**src/rtl/core/pcsw_pkg.sv**
```systemverilog
// package for the pen convolution stroke walker
// commands, status codes, controller/datapath command and status structs
package pcsw_pkg;

   typedef enum logic [2:0] {
      CMD_CLEAR  = 3'd0,
      CMD_APPEND = 3'd1,
      CMD_BEGIN  = 3'd2,
      CMD_POINT  = 3'd3,
      CMD_END    = 3'd4
   } cmd_type;

   typedef enum logic [1:0] {
      ST_HULL    = 2'd0,
      ST_NO_VERT = 2'd1,
      ST_FULL    = 2'd2,
      ST_LIMIT   = 2'd3
   } status_type;

   localparam int WALK_LIMIT = 31;

   typedef enum logic [1:0] {
      HULL_ZERO  = 2'd0,
      HULL_POINT = 2'd1,
      HULL_VERT  = 2'd2
   } hull_sel_type;

   // controller to datapath
   typedef struct packed {
      logic         load_item;
      logic         rd_issue;
      logic         rd_cur;
      logic         eval;
      logic         scan_begin;
      logic         scan_next;
      logic         step_fwd;
      logic         step_back;
      logic         set_active;
      logic         zero_active;
      logic         latch_point;
      logic         pending_clr;
      hull_sel_type hull_sel;
   } dp_cmd_type;

   // datapath to controller
   typedef struct packed {
      logic ccw_of_next;
      logic cw_of_prev;
      logic scan_done;
      logic pen_empty;
      logic pen_full;
      logic pending_valid;
   } dp_stat_type;

endpackage

```
**src/rtl/core/pcsw_control.sv**
```systemverilog
// controller state machine: sequences reads, compares, walk and results
// uses pcsw_pkg
module pcsw_control (
   input  logic                  clock,
   input  logic                  reset,
   input  logic                  req_valid,
   output logic                  req_ready,
   input  logic [2:0]            req_cmd,
   output logic                  rsp_valid,
   input  logic                  rsp_ready,
   output logic [1:0]            rsp_status,
   output logic                  rsp_last,
   output pcsw_pkg::dp_cmd_type  dcmd,
   input  pcsw_pkg::dp_stat_type stat
);
   typedef enum logic [3:0] {
      S_IDLE, S_DISPATCH, S_RD0, S_RD1, S_RD2, S_RD3, S_MUL, S_DEC, S_OUT, S_WAIT
   } state_type;

   state_type state_ff;
   logic [2:0] cmd_ff;
   logic [5:0] steps_ff;
   logic       scan_ff, stop_ff, rv_ff, last_ff, full_ff;
   logic [1:0] st_ff;
   pcsw_pkg::hull_sel_type sel_ff;

   logic accept, limit;
   assign req_ready = (state_ff == S_IDLE);
   assign accept = req_valid && req_ready;
   assign limit = (steps_ff == 6'(pcsw_pkg::WALK_LIMIT + 1));

   always_comb begin
      dcmd = '0;
      dcmd.hull_sel = sel_ff;
      dcmd.load_item = accept;
      dcmd.rd_issue = (state_ff == S_RD0) || (state_ff == S_RD1) || (state_ff == S_RD2);
      dcmd.rd_cur = (state_ff == S_RD3);
      dcmd.eval = (state_ff == S_MUL);
      if (state_ff == S_DISPATCH && cmd_ff == pcsw_pkg::CMD_BEGIN) dcmd.scan_begin = 1'b1;
      if (state_ff == S_DISPATCH && cmd_ff == pcsw_pkg::CMD_POINT) dcmd.latch_point = 1'b1;
      if (state_ff == S_DISPATCH && cmd_ff == pcsw_pkg::CMD_BEGIN && stat.pen_empty)
         dcmd.zero_active = 1'b1;
      if (state_ff == S_RD3 && !scan_ff && limit) dcmd.set_active = 1'b1;
      if (state_ff == S_DEC) begin
         if (scan_ff) begin
            if (!stat.ccw_of_next && !stat.cw_of_prev) dcmd.set_active = 1'b1;
            else if (stat.scan_done) dcmd.zero_active = 1'b1;
            else dcmd.scan_next = 1'b1;
         end else begin
            if (stat.ccw_of_next) dcmd.step_fwd = 1'b1;
            else if (stat.cw_of_prev) dcmd.step_back = 1'b1;
            else dcmd.set_active = 1'b1;
         end
      end
      if (state_ff == S_DISPATCH && cmd_ff == pcsw_pkg::CMD_END) dcmd.pending_clr = 1'b1;
   end

   assign rsp_valid  = rv_ff;
   assign rsp_status = st_ff;
   assign rsp_last   = last_ff;

   always_ff @(posedge clock) begin
      if (reset) begin
         state_ff <= S_IDLE;
         rv_ff    <= 1'b0;
         scan_ff  <= 1'b0;
         stop_ff  <= 1'b0;
         full_ff  <= 1'b0;
         steps_ff <= '0;
         sel_ff   <= pcsw_pkg::HULL_ZERO;
         st_ff    <= pcsw_pkg::ST_HULL;
         last_ff  <= 1'b0;
         cmd_ff   <= '0;
      end else begin
         unique case (state_ff)
            S_IDLE: if (accept) begin
               cmd_ff   <= req_cmd;
               full_ff  <= stat.pen_full;
               state_ff <= S_DISPATCH;
            end
            S_DISPATCH: begin
               steps_ff <= '0;
               if (cmd_ff == pcsw_pkg::CMD_APPEND && full_ff) begin
                  sel_ff <= pcsw_pkg::HULL_ZERO;
                  st_ff <= pcsw_pkg::ST_FULL;
                  last_ff <= 1'b1;
                  stop_ff <= 1'b1;
                  state_ff <= S_OUT;
               end else if (cmd_ff == pcsw_pkg::CMD_BEGIN) begin
                  scan_ff <= 1'b1;
                  if (stat.pen_empty) begin
                     sel_ff <= pcsw_pkg::HULL_ZERO;
                     st_ff <= pcsw_pkg::ST_NO_VERT;
                     last_ff <= 1'b1;
                     stop_ff <= 1'b1;
                     state_ff <= S_OUT;
                  end else begin
                     stop_ff <= 1'b0;
                     state_ff <= S_RD0;
                  end
               end else if ((cmd_ff == pcsw_pkg::CMD_POINT || cmd_ff == pcsw_pkg::CMD_END)
                            && stat.pending_valid) begin
                  scan_ff <= 1'b0;
                  if (stat.pen_empty) begin
                     sel_ff <= pcsw_pkg::HULL_POINT;
                     st_ff <= pcsw_pkg::ST_NO_VERT;
                     last_ff <= 1'b1;
                     stop_ff <= 1'b1;
                     state_ff <= S_OUT;
                  end else begin
                     stop_ff <= 1'b0;
                     state_ff <= S_RD0;
                  end
               end else state_ff <= S_IDLE;
            end
            S_RD0: state_ff <= S_RD1;
            S_RD1: state_ff <= S_RD2;
            S_RD2: state_ff <= S_RD3;
            S_RD3: begin
               if (!scan_ff && limit) begin
                  sel_ff <= pcsw_pkg::HULL_VERT;
                  st_ff <= pcsw_pkg::ST_LIMIT;
                  last_ff <= 1'b1;
                  stop_ff <= 1'b1;
                  state_ff <= S_OUT;
               end else state_ff <= S_MUL;
            end
            S_MUL: state_ff <= S_DEC;
            S_DEC: begin
               if (scan_ff) begin
                  if (!stat.ccw_of_next && !stat.cw_of_prev) state_ff <= S_IDLE;
                  else if (stat.scan_done) begin
                     sel_ff <= pcsw_pkg::HULL_ZERO;
                     st_ff <= pcsw_pkg::ST_NO_VERT;
                     last_ff <= 1'b1;
                     stop_ff <= 1'b1;
                     state_ff <= S_OUT;
                  end else state_ff <= S_RD0;
               end else begin
                  // emit the current vertex, last when the walk stops here
                  sel_ff <= pcsw_pkg::HULL_VERT;
                  st_ff <= pcsw_pkg::ST_HULL;
                  state_ff <= S_OUT;
                  if (stat.ccw_of_next || stat.cw_of_prev) begin
                     steps_ff <= steps_ff + 6'd1;
                     last_ff <= 1'b0;
                  end else begin
                     last_ff <= 1'b1;
                     stop_ff <= 1'b1;
                  end
               end
            end
            S_OUT: begin
               rv_ff <= 1'b1;
               state_ff <= S_WAIT;
            end
            S_WAIT: if (rsp_ready) begin
               rv_ff <= 1'b0;
               state_ff <= stop_ff ? S_IDLE : S_RD0;
            end
            default: state_ff <= S_IDLE;
         endcase
      end
   end

`ifndef SYNTH
   a_ready_idle: assert property (@(posedge clock) disable iff (reset)
      rsp_valid |-> !req_ready) else $error("ready while result pending");
   a_hold: assert property (@(posedge clock) disable iff (reset)
      rsp_valid && !rsp_ready |=> rsp_valid && $stable(rsp_status))
      else $error("result dropped");
   a_steps: assert property (@(posedge clock) disable iff (reset)
      steps_ff <= 6'(pcsw_pkg::WALK_LIMIT + 1)) else $error("walk overran");
`endif
endmodule

```
**config.mk**
```make
export PLATFORM = sky130hd
export DESIGN_NAME = pcsw_control
export DESIGN_NICKNAME = d
export VERILOG_FILES = /design/src/rtl/core/pcsw_pkg.sv /design/src/rtl/core/pcsw_control.sv
export SDC_FILE = /design/constraint.sdc
export NUM_CORES = 1
export LEC_CHECK = 0
export BUFFER_PORTS_ARGS = -buffer_cell sky130_fd_sc_hd__clkbuf_2
export CAP_MARGIN = 10
export CELL_PAD_IN_SITES_DETAIL_PLACEMENT = 2
export CELL_PAD_IN_SITES_GLOBAL_PLACEMENT = 2
export CORE_UTILIZATION = 32
export DETAILED_ROUTE_END_ITERATION = 10
export GPL_ROUTABILITY_DRIVEN = 1
export GPL_TIMING_DRIVEN = 0
export PLACE_DENSITY = 0.92
export SLEW_MARGIN = 40
export SYNTH_ARGS = -nofsm -noshare
export SYNTH_HDL_FRONTEND = slang
export SYNTH_SLANG_ARGS = --single-unit
```
**constraint.sdc**
```tcl
create_clock -name clock -period 3.1 [get_ports clock]
set_input_delay 0.465 -clock clock [delete_from_list [all_inputs] [get_ports clock]]
set_output_delay 0.465 -clock clock [all_outputs]
set_load 0.05 [all_outputs]
```
Yosys cells after proc, flatten, opt, wreduce, memory -nomap -nowiden
Index checks and enable logic that the tools add are counted.
Storage, ports and cells
  logic and storage cells: 142
  bits in registers: 22
  bits of input ports: 13
  output and inout port bits: 19
Cells by class
  equal/unequal tests: 25
  bitwise logic cells: 1
  reductions and logical operators: 31
  multiplexer cells: 74
  add/subtract/negate cells: 1
Operator list (number)
  2-bit 2-to-1 mux: 20
  4-bit 2-to-1 mux: 10
  4-bit case mux with 10 select lines: 1
  1-bit 2-to-1 mux: 34
  4-bit by 3-bit equality test with 1-bit output, second input constant: 4
  6-bit 2-to-1 mux: 2
  2-bit case mux with 3 select lines: 2
  6-bit case mux with 2 select lines: 1
  1-bit logical AND: 11
  3-bit != test, second input constant: 3
  4-bit by 2-bit equality test with 1-bit output, second input constant: 2
  4-bit equality test, second input constant: 2
  7-bit AND reduction: 1
  6-bit by 1-bit adder with 6-bit output, second input constant: 1
  3-bit by 2-bit equality test with 1-bit output, second input constant: 2
  6-bit equality test, second input constant: 1
  2-bit by 1-bit != test with 1-bit output, second input constant: 3
  1-bit case mux with 3 select lines: 2
  2-bit AND reduction: 3
  3-bit AND reduction: 2
  6-bit AND reduction: 1
  2-bit nonzero test: 3
  5-bit 2-to-1 mux: 1
  5-bit AND reduction: 1
  13 further kinds: 19

Longest topological paths before layout
Gate-level depths: netlist of run 1.
  word-level depth: 8
  mapped depth: 7
  mapped depth without buffers: 7

Least setup slack after synthesis of run 1
OpenSTA, ideal clock, no wires.
  path type: reg2out
  start: reg state_ff[3]
  end: out dcmd[13] (netlist name)
  data arrival time: 2.929 ns
  slack: -0.294 ns
  stages on the path, launching flop included: 6
  data required time: 2.635 ns
  path through: dfxtp_1 -> buf_2 -> nor4_1 -> nand2_1 -> inv_1 -> buf_4
Between the ends
  longest elaborated chain between the ends: 2
RTL lines
  start, declared: line pcsw_control.sv:20  | state_type state_ff;
  start signal, assigned: line pcsw_control.sv:159  | state_ff <= stop_ff ? S_IDLE : S_RD0;
  4-bit zero test: line pcsw_control.sv:28  | assign req_ready = (state_ff == S_IDLE);
  named net req_ready: line pcsw_control.sv:7  | output logic req_ready,
  1-bit logical AND: line pcsw_control.sv:29  | assign accept = req_valid && req_ready;
  end, declared: line pcsw_control.sv:13  | output pcsw_pkg::dp_cmd_type dcmd,
The timed path passes the listed nets, and every way through them passes these cells.

==> flow_summary.ini, run 1 <==
[route]
first_pass_iters = 4
routed_via_density = 5.69
drtIter0Drc = 38
remaining_drc_errors = 0
drt_wl_total_um = 4550
ant_nets = 0
vias = 1429
wire_per_inst_um = 18.1

[clocking]
clock_sinks = 22
cts_buffer_depth = 2
cts_tree = yes
htreeDepth = 1
numCtsBuffers = 3
holdBufCountCts = 0
post-cts-setup-buffers = 0
post_cts_resized = 0
clk_latency_ns = 0.27
cts-root-buf = clkbuf_8
clkTransAtPathRegs_ns = 0.08

[critical_path]
critPathMaxStageDelay_ns = 0.71
crit_type = flip-flop to output pin
worst-path-max-fanout = 9
crit_chain = or4b_1 -> nor2_1 -> nand2_1 -> o21ai_0 -> clkbuf_2
arrival_ns = 2.15
startpoint_type = flip-flop
cp_slowest_cell = or4b_1
worstPathRequired_ns = 2.63
reg2reg_depth = 6
crit_path_end_kind = output pin

[cells_and_area]
final_common_cell = clkbuf_2
fin_nets = 217
drive_gt1_share_pct = 25.9
final_core_util_pct = 40.6
area_growth_pct = 20.7
diodes = 0
fin_area_mm2 = 0.00164
final.fill_count = 489
most-common-layout-cells = clkbuf_2, nor2_1, dfxtp_1

[pwr]
ir_drop_mv = 0.210
cellLeakagePower_uw = 0.000664
p_per_area_mw_per_mm2 = 411
combPwrFrac_pct = 22.2
seqPwrFrac_pct = 46.0
p_clk_share_pct = 31.8
total_power_uw = 672
switchingPower_uw = 216
p_int_uw = 457
swShare_pct = 32.1

[global_routing]
busiest_layer = met2
grt_pass1_vias = 1493
grtUsageMet1_pct = 27.0
grt_pass1_wl_um = 7490
antenna_found_initial = 0
grt_max_degree = 13
grt_use_met2_pct = 40.0
grt_util_met3_pct = 4.45
overflow = 0
grt_util_all_layers_pct = 22.5

[timing]
worst_pin_slew_ns = 0.619
fin_ws_ns = 0.483
setup_viol = 0
grt_setup_unrepaired = no
fmax_mhz = 382
finalSetupTns_ns = 0
hold_viol_final = 0
post-route-period-util_pct = 84.4
clock_skew_ns = 0.00389
relSlewSlack_pct = 58.4
finalMaxSlewViolations = 0
min_period_ns = 2.62

[synth]
synth_fp_nets = 182
synth_seq_cells = 22
yosysWarnings = 0
async_reset_ff_share_pct = 0
ys_types = 55
synth_top_area_share_pct = 32.5
synth_ff_type = dfxtp_1
yosysSeqAreaShare_pct = 32.5
syn_area_per_cell_um2 = 8.12
synth_edf_count = 0
mappedNetlistArea_mm2 = 0.00136
yosys.area.top_type = dfxtp_1
synthesis.instances = 167
synthTopCellsByArea = dfxtp_1, nor2_1, nand2_1, a21oi_1, nor3_1

[hold_path]
hold_path_depth = 3
hold_path.class = input port to flip-flop

[placed_design]
hpwlAfterDp_um = 3510
gp_congestion = 0.822
place_area_mm2 = 0.00158
portBuffers = 30
dp_slack_ns = 0.800

[die]
fp.dieH_um = 67.1
core-area_mm2 = 0.00403
num_rows = 23
die_area_mm2 = 0.00450
num_io_pins = 32
start_util_pct = 33.7
die_w_um = 67.1

[outcome]
status = complete, no violations

[flow_run]
maxCapViolCount = 0
==> path summary, 6_finish.rpt <==
path	startpoint	end	slack (ns)
setup / recovery	state_ff[3]$_SDFFE_PP0P_	dcmd[4]	0.48
hold / removal	req_cmd[0]	cmd_ff[0]$_SDFFE_PP0P_	0.41
setup reg to reg	state_ff[0]$_SDFFE_PP0P_	steps_ff[1]$_SDFFE_PP0P_	1.06
hold reg to reg	sel_ff[0]$_SDFFE_PP0P_	sel_ff[0]$_SDFFE_PP0P_	0.47
==> synth_stat cells (2+ instances only) <==
library cell   n
a21oi_1       12
a22o_1         2
and3_1         2
buf_2          3
buf_4          2
clkbuf_1       4
dfxtp_1       22
ha_1           2
inv_1          5
mux2i_1        2
nand2_1       18
nand2b_1       2
nand3_1        3
nand3b_1       3
nand4_1        2
nand4b_1       2
nor2_1        22
nor3_1         8
nor4_1         2
nor4b_1        3
o211ai_1       2
o21a_1         2
o21ai_0        6
o31ai_1        2
xor2_1         4
==> sequential cells by signal, indices dropped and copies added (netlist names) <==
name	count
cmd_ff	3
full_ff	1
rsp_last	1
rsp_status	2
rsp_valid	1
scan_ff	1
sel_ff	2
state_ff	4
steps_ff	6
stop_ff	1
==> logic make-up (layout without fill, tap and decap cells) <==
group | Yosys count | count (layout) | synth area share, %
mux | 2 | 2 | 1.48
xor+xnor | 4 | 4 | 2.58
fa+ha+maj | 2 | 2 | 1.84
flops | 22 | 22 | 32.5
compound gates | 39 | 39 | 20.3
buf+inv | 14 | 48 | 4.70
simple gates | 84 | 84 | 36.6
==> stage by stage <==
stage / cells / hold WS (ns)
floorplan: 167 / 0.432
global placement: 247 / 0.455
detailed placement: 247 / 0.465
CTS: 251 / 0.412
global route: 251 / 0.412
finish: 251 / 0.412
==> area by class of cell <==
class                           count  area [um^2]  share of cell area, %
Tap cell                           50         62.6                   3.82
Timing Repair Buffer               30          150                   9.17
Sequential cell                    22          440                   26.9
Buffer                              9         45.0                   2.75
Clock buffer                        4         55.1                   3.36
Multi-Input combinational cell    131          865                   52.8
Inverter                            5         18.8                   1.15
==> per-layer routing <==
metal | wire length [um] | up-vias
li1 | - | 683
met1 | 1980 | 719
met2 | 2410 | 21
met3 | 92 | 6
met4 | 72 | 0
met5 | 0 | -
==> power by group through the flow <==
stage	registers, uW	clock network, uW	logic [uW]
after floorplan	333	0	86.6
final	309	214	150
after detailed placement	315	0	149
after global routing	311	236	162
after CTS	309	220	150
after global placement	314	0	143
==> worst max-delay path: cells and delay by family, from the launching register on <==
| kind | cells | cell delay [ns] |
|---|---|---|
| and+or+nand+nor | 3 | 1.09 |
| DFF | 1 | 0.40 |
| buffers and inverters | 1 | 0.30 |
| AOI/OAI and AO/OA | 1 | 0.08 |
Power figures use the tool's default switching activity.
==> run 2, diff against run 1 <==
--- a/config.mk
+++ b/config.mk
@@ -5,15 +5,16 @@
 export SDC_FILE = /design/constraint.sdc
 export NUM_CORES = 1
 export LEC_CHECK = 0
+export ABC_AREA = 1
 export BUFFER_PORTS_ARGS = -buffer_cell sky130_fd_sc_hd__clkbuf_2
 export CAP_MARGIN = 10
 export CELL_PAD_IN_SITES_DETAIL_PLACEMENT = 2
 export CELL_PAD_IN_SITES_GLOBAL_PLACEMENT = 2
-export CORE_UTILIZATION = 32
+export CORE_UTILIZATION = 28
 export DETAILED_ROUTE_END_ITERATION = 10
 export GPL_ROUTABILITY_DRIVEN = 1
 export GPL_TIMING_DRIVEN = 0
-export PLACE_DENSITY = 0.92
+export PLACE_DENSITY = 0.88
 export SLEW_MARGIN = 40
 export SYNTH_ARGS = -nofsm -noshare
 export SYNTH_HDL_FRONTEND = slang
==> constraint.sdc (replaced) <==
create_clock -name clock -period 2.5 [get_ports clock]
set_input_delay 0.375 -clock clock [delete_from_list [all_inputs] [get_ports clock]]
set_output_delay 0.375 -clock clock [all_outputs]
set_load 0.05 [all_outputs]
==> flow_summary.ini, run 2 <==
[timing]
min_period_ns = 2.17
fmax_mhz = 461
finalSetupTns_ns = 0
post-route-period-util_pct = 86.7
clock_skew_ns = 0.00180
grt_setup_unrepaired = no
setup_viol = 0
hold_viol_final = 0
finalMaxSlewViolations = 0
relSlewSlack_pct = 64.7
worst_pin_slew_ns = 0.529

[synth]
synth_seq_cells = 22
synth_fp_nets = 225
yosys.area.top_type = dfxtp_1
muxShareOfSynthArea_pct = 0
yosys.cell_count.top_type = nand2_1
yosysSeqAreaShare_pct = 32.1
yosys.area_share.simple_pct = 40.8
synthTopCellsByArea = dfxtp_1, nand2_1, inv_1, nor2_1, a21oi_1
syn_area_per_cell_um2 = 6.54
mappedNetlistArea_mm2 = 0.00137
ys_types = 25
async_reset_ff_share_pct = 0
synth_edf_count = 0
synth_top_area_share_pct = 32.1
synth_compound_area_share_pct = 13.9
synth_ff_type = dfxtp_1
synth_top_family_by_area = simple AND/OR/NAND/NOR gates
synthXorXnorAreaFrac_pct = 0
synthesis.instances = 210
yosysWarnings = 0
synth_fa_ha_area_share_pct = 1.82
synth_common_cells = nand2_1, inv_1, nor2_1, dfxtp_1, a21oi_1

[critical_path]
worst-path-max-fanout = 7
cp_slowest_cell = dfxtp_1
startpoint_type = flip-flop
crit_chain = inv_2 -> nor2_2 -> nand2_4 -> nor2_1 -> inv_1 -> o22ai_2 -> clkbuf_2
crit_path_end_kind = output pin
timing.critical_path.buf_inv = 3
worstPathRequired_ns = 2.12
crit_type = flip-flop to output pin
crit_family = buffers and inverters
arrival_ns = 1.79
critPathMaxStageDelay_ns = 0.48

[die]
core-area_mm2 = 0.00472
num_rows = 25
die_w_um = 72.0
start_util_pct = 29.1
num_io_pins = 32
fp.dieH_um = 72.0
die_area_mm2 = 0.00519

[global_routing]
grt_pass1_vias = 1575
grt_pass1_wl_um = 7270
grt_util_all_layers_pct = 18.3
antenna_found_initial = 0
grt_max_degree = 14
overflow = 0

[cells_and_area]
final_common_cell = nand2_1
reg_top3 = steps_ff: 6 flops, state_ff: 4 flops, cmd_ff: 3 flops
drive_gt1_share_pct = 26.6
final.fill_count = 583
diodes = 0
top_register = steps_ff
regArea_um2 = 440
largest_register_ffs = 6
most-common-layout-cells = nand2_1, inv_1, nor2_1
fin_nets = 260
area_growth_pct = 22.7
multi_input_area_um2 = 783

[clocking]
clk_latency_ns = 0.27
post_cts_resized = 0
post-cts-setup-buffers = 0
cts_tree = yes
clkTransAtPathRegs_ns = 0.09
cts_buffer_depth = 2
clock_sinks = 22
holdBufCountCts = 0
cts-root-buf = clkbuf_8
numCtsBuffers = 3
htreeDepth = 1

[pwr]
p_per_area_mw_per_mm2 = 605
total_power_uw = 1020
ir_drop_mv = 0.200
cellLeakagePower_uw = 0.000756

[hold_path]
hold_path.class = input port to flip-flop

[route]
dr_wl_met2_um = 2260
drt_wl_total_um = 4360
wire_per_inst_um = 14.0
remaining_drc_errors = 0
ant_nets = 0
wl_met3_um = 113
routed_via_density = 4.71
vias = 1466
wl_met1_um = 1890
drtIter0Drc = 14
first_pass_iters = 4
routed.top_layer = met4

[placed_design]
hpwlAfterDp_um = 3510
portBuffers = 30
gp_congestion = 0.791

[outcome]
status = complete, no violations

[flow_run]
maxCapViolCount = 0
==> run 2: cell count changes in the layout (fill, tap and decap cells not counted), sizes merged, moves of 3 or more <==
cell / before / now
xor2: 4 / 0
nor4b: 4 / 0
o31ai: 3 / 0
a21oi: 12 / 16
nand3: 3 / 15
inv: 5 / 37
nand2b: 3 / 0
clkbuf: 38 / 34
nor2: 22 / 40
o22ai: 0 / 3
nand2: 18 / 47
nand3b: 3 / 0
o21ai: 7 / 13
buf: 5 / 1
==> run 2: cell type report <==
cell class              count  share of cell area (%)
clock inverters             1                    1.78
multi-input cells         148                    46.5
repair buffers             30                    8.92
flip-flops and latches     22                    26.2
plain buffers               2                   0.669
well taps                  67                    4.98
inverters                  38                    8.54
clock buffers               3                    2.45
==> run 2: worst paths after layout <==
kind	from	slack (ns)	endpoint	cells after the start
hold / removal	stat[1]	0.33	full_ff$_SDFFE_PP0P_	3
hold reg to reg	rsp_valid$_SDFFE_PP0P_	0.47	rsp_valid$_SDFFE_PP0P_	2
setup / recovery	state_ff[0]$_SDFFE_PP0P_	0.33	dcmd[4]	7
setup reg to reg	state_ff[0]$_SDFFE_PP0P_	0.86	sel_ff[0]$_SDFFE_PP0P_	9
==> run 2: per-stage QoR <==
step,utilization (%),worst slack (ns),std cells,hold WS (ns),cell area [um^2]
final,35.7,0.332,311,0.329,1680
after floorplan,-,0.109,210,0.444,1380
after detailed placement,34.1,0.633,307,0.457,1610
after global routing,35.7,0.214,311,0.353,1680
after CTS,35.7,0.311,311,0.325,1680
after global placement,34.1,0.650,307,0.453,1610
==> run 2: logic make-up (layout without fill, tap and decap cells) <==
logic type	Yosys count	in the layout
AND/OR/NAND/NOR	111	111
buffers and inverters	40	74
AO/OA/AOI/OAI	35	35
flip-flops	22	22
adder cells (fa/ha/maj)	2	2
==> run 2: layer usage <==
metal,up-vias,track usage [%]
met5,-,0
met2,27,35.0
met3,9,2.22
met1,698,20.5
li1,732,-
met4,0,6.97
==> run 2: worst min-delay path: stages <==
cell	delay, ns
clkbuf_2	0.08
nor2_1	0.04
nor2_1	0.08
==> run 2: power breakdown <==
part	switching (uW)	internal (uW)	total [uW]
sequential	21.0	374	395
combinational	206	73.4	279
clock	131	214	346
total	358	662	1020
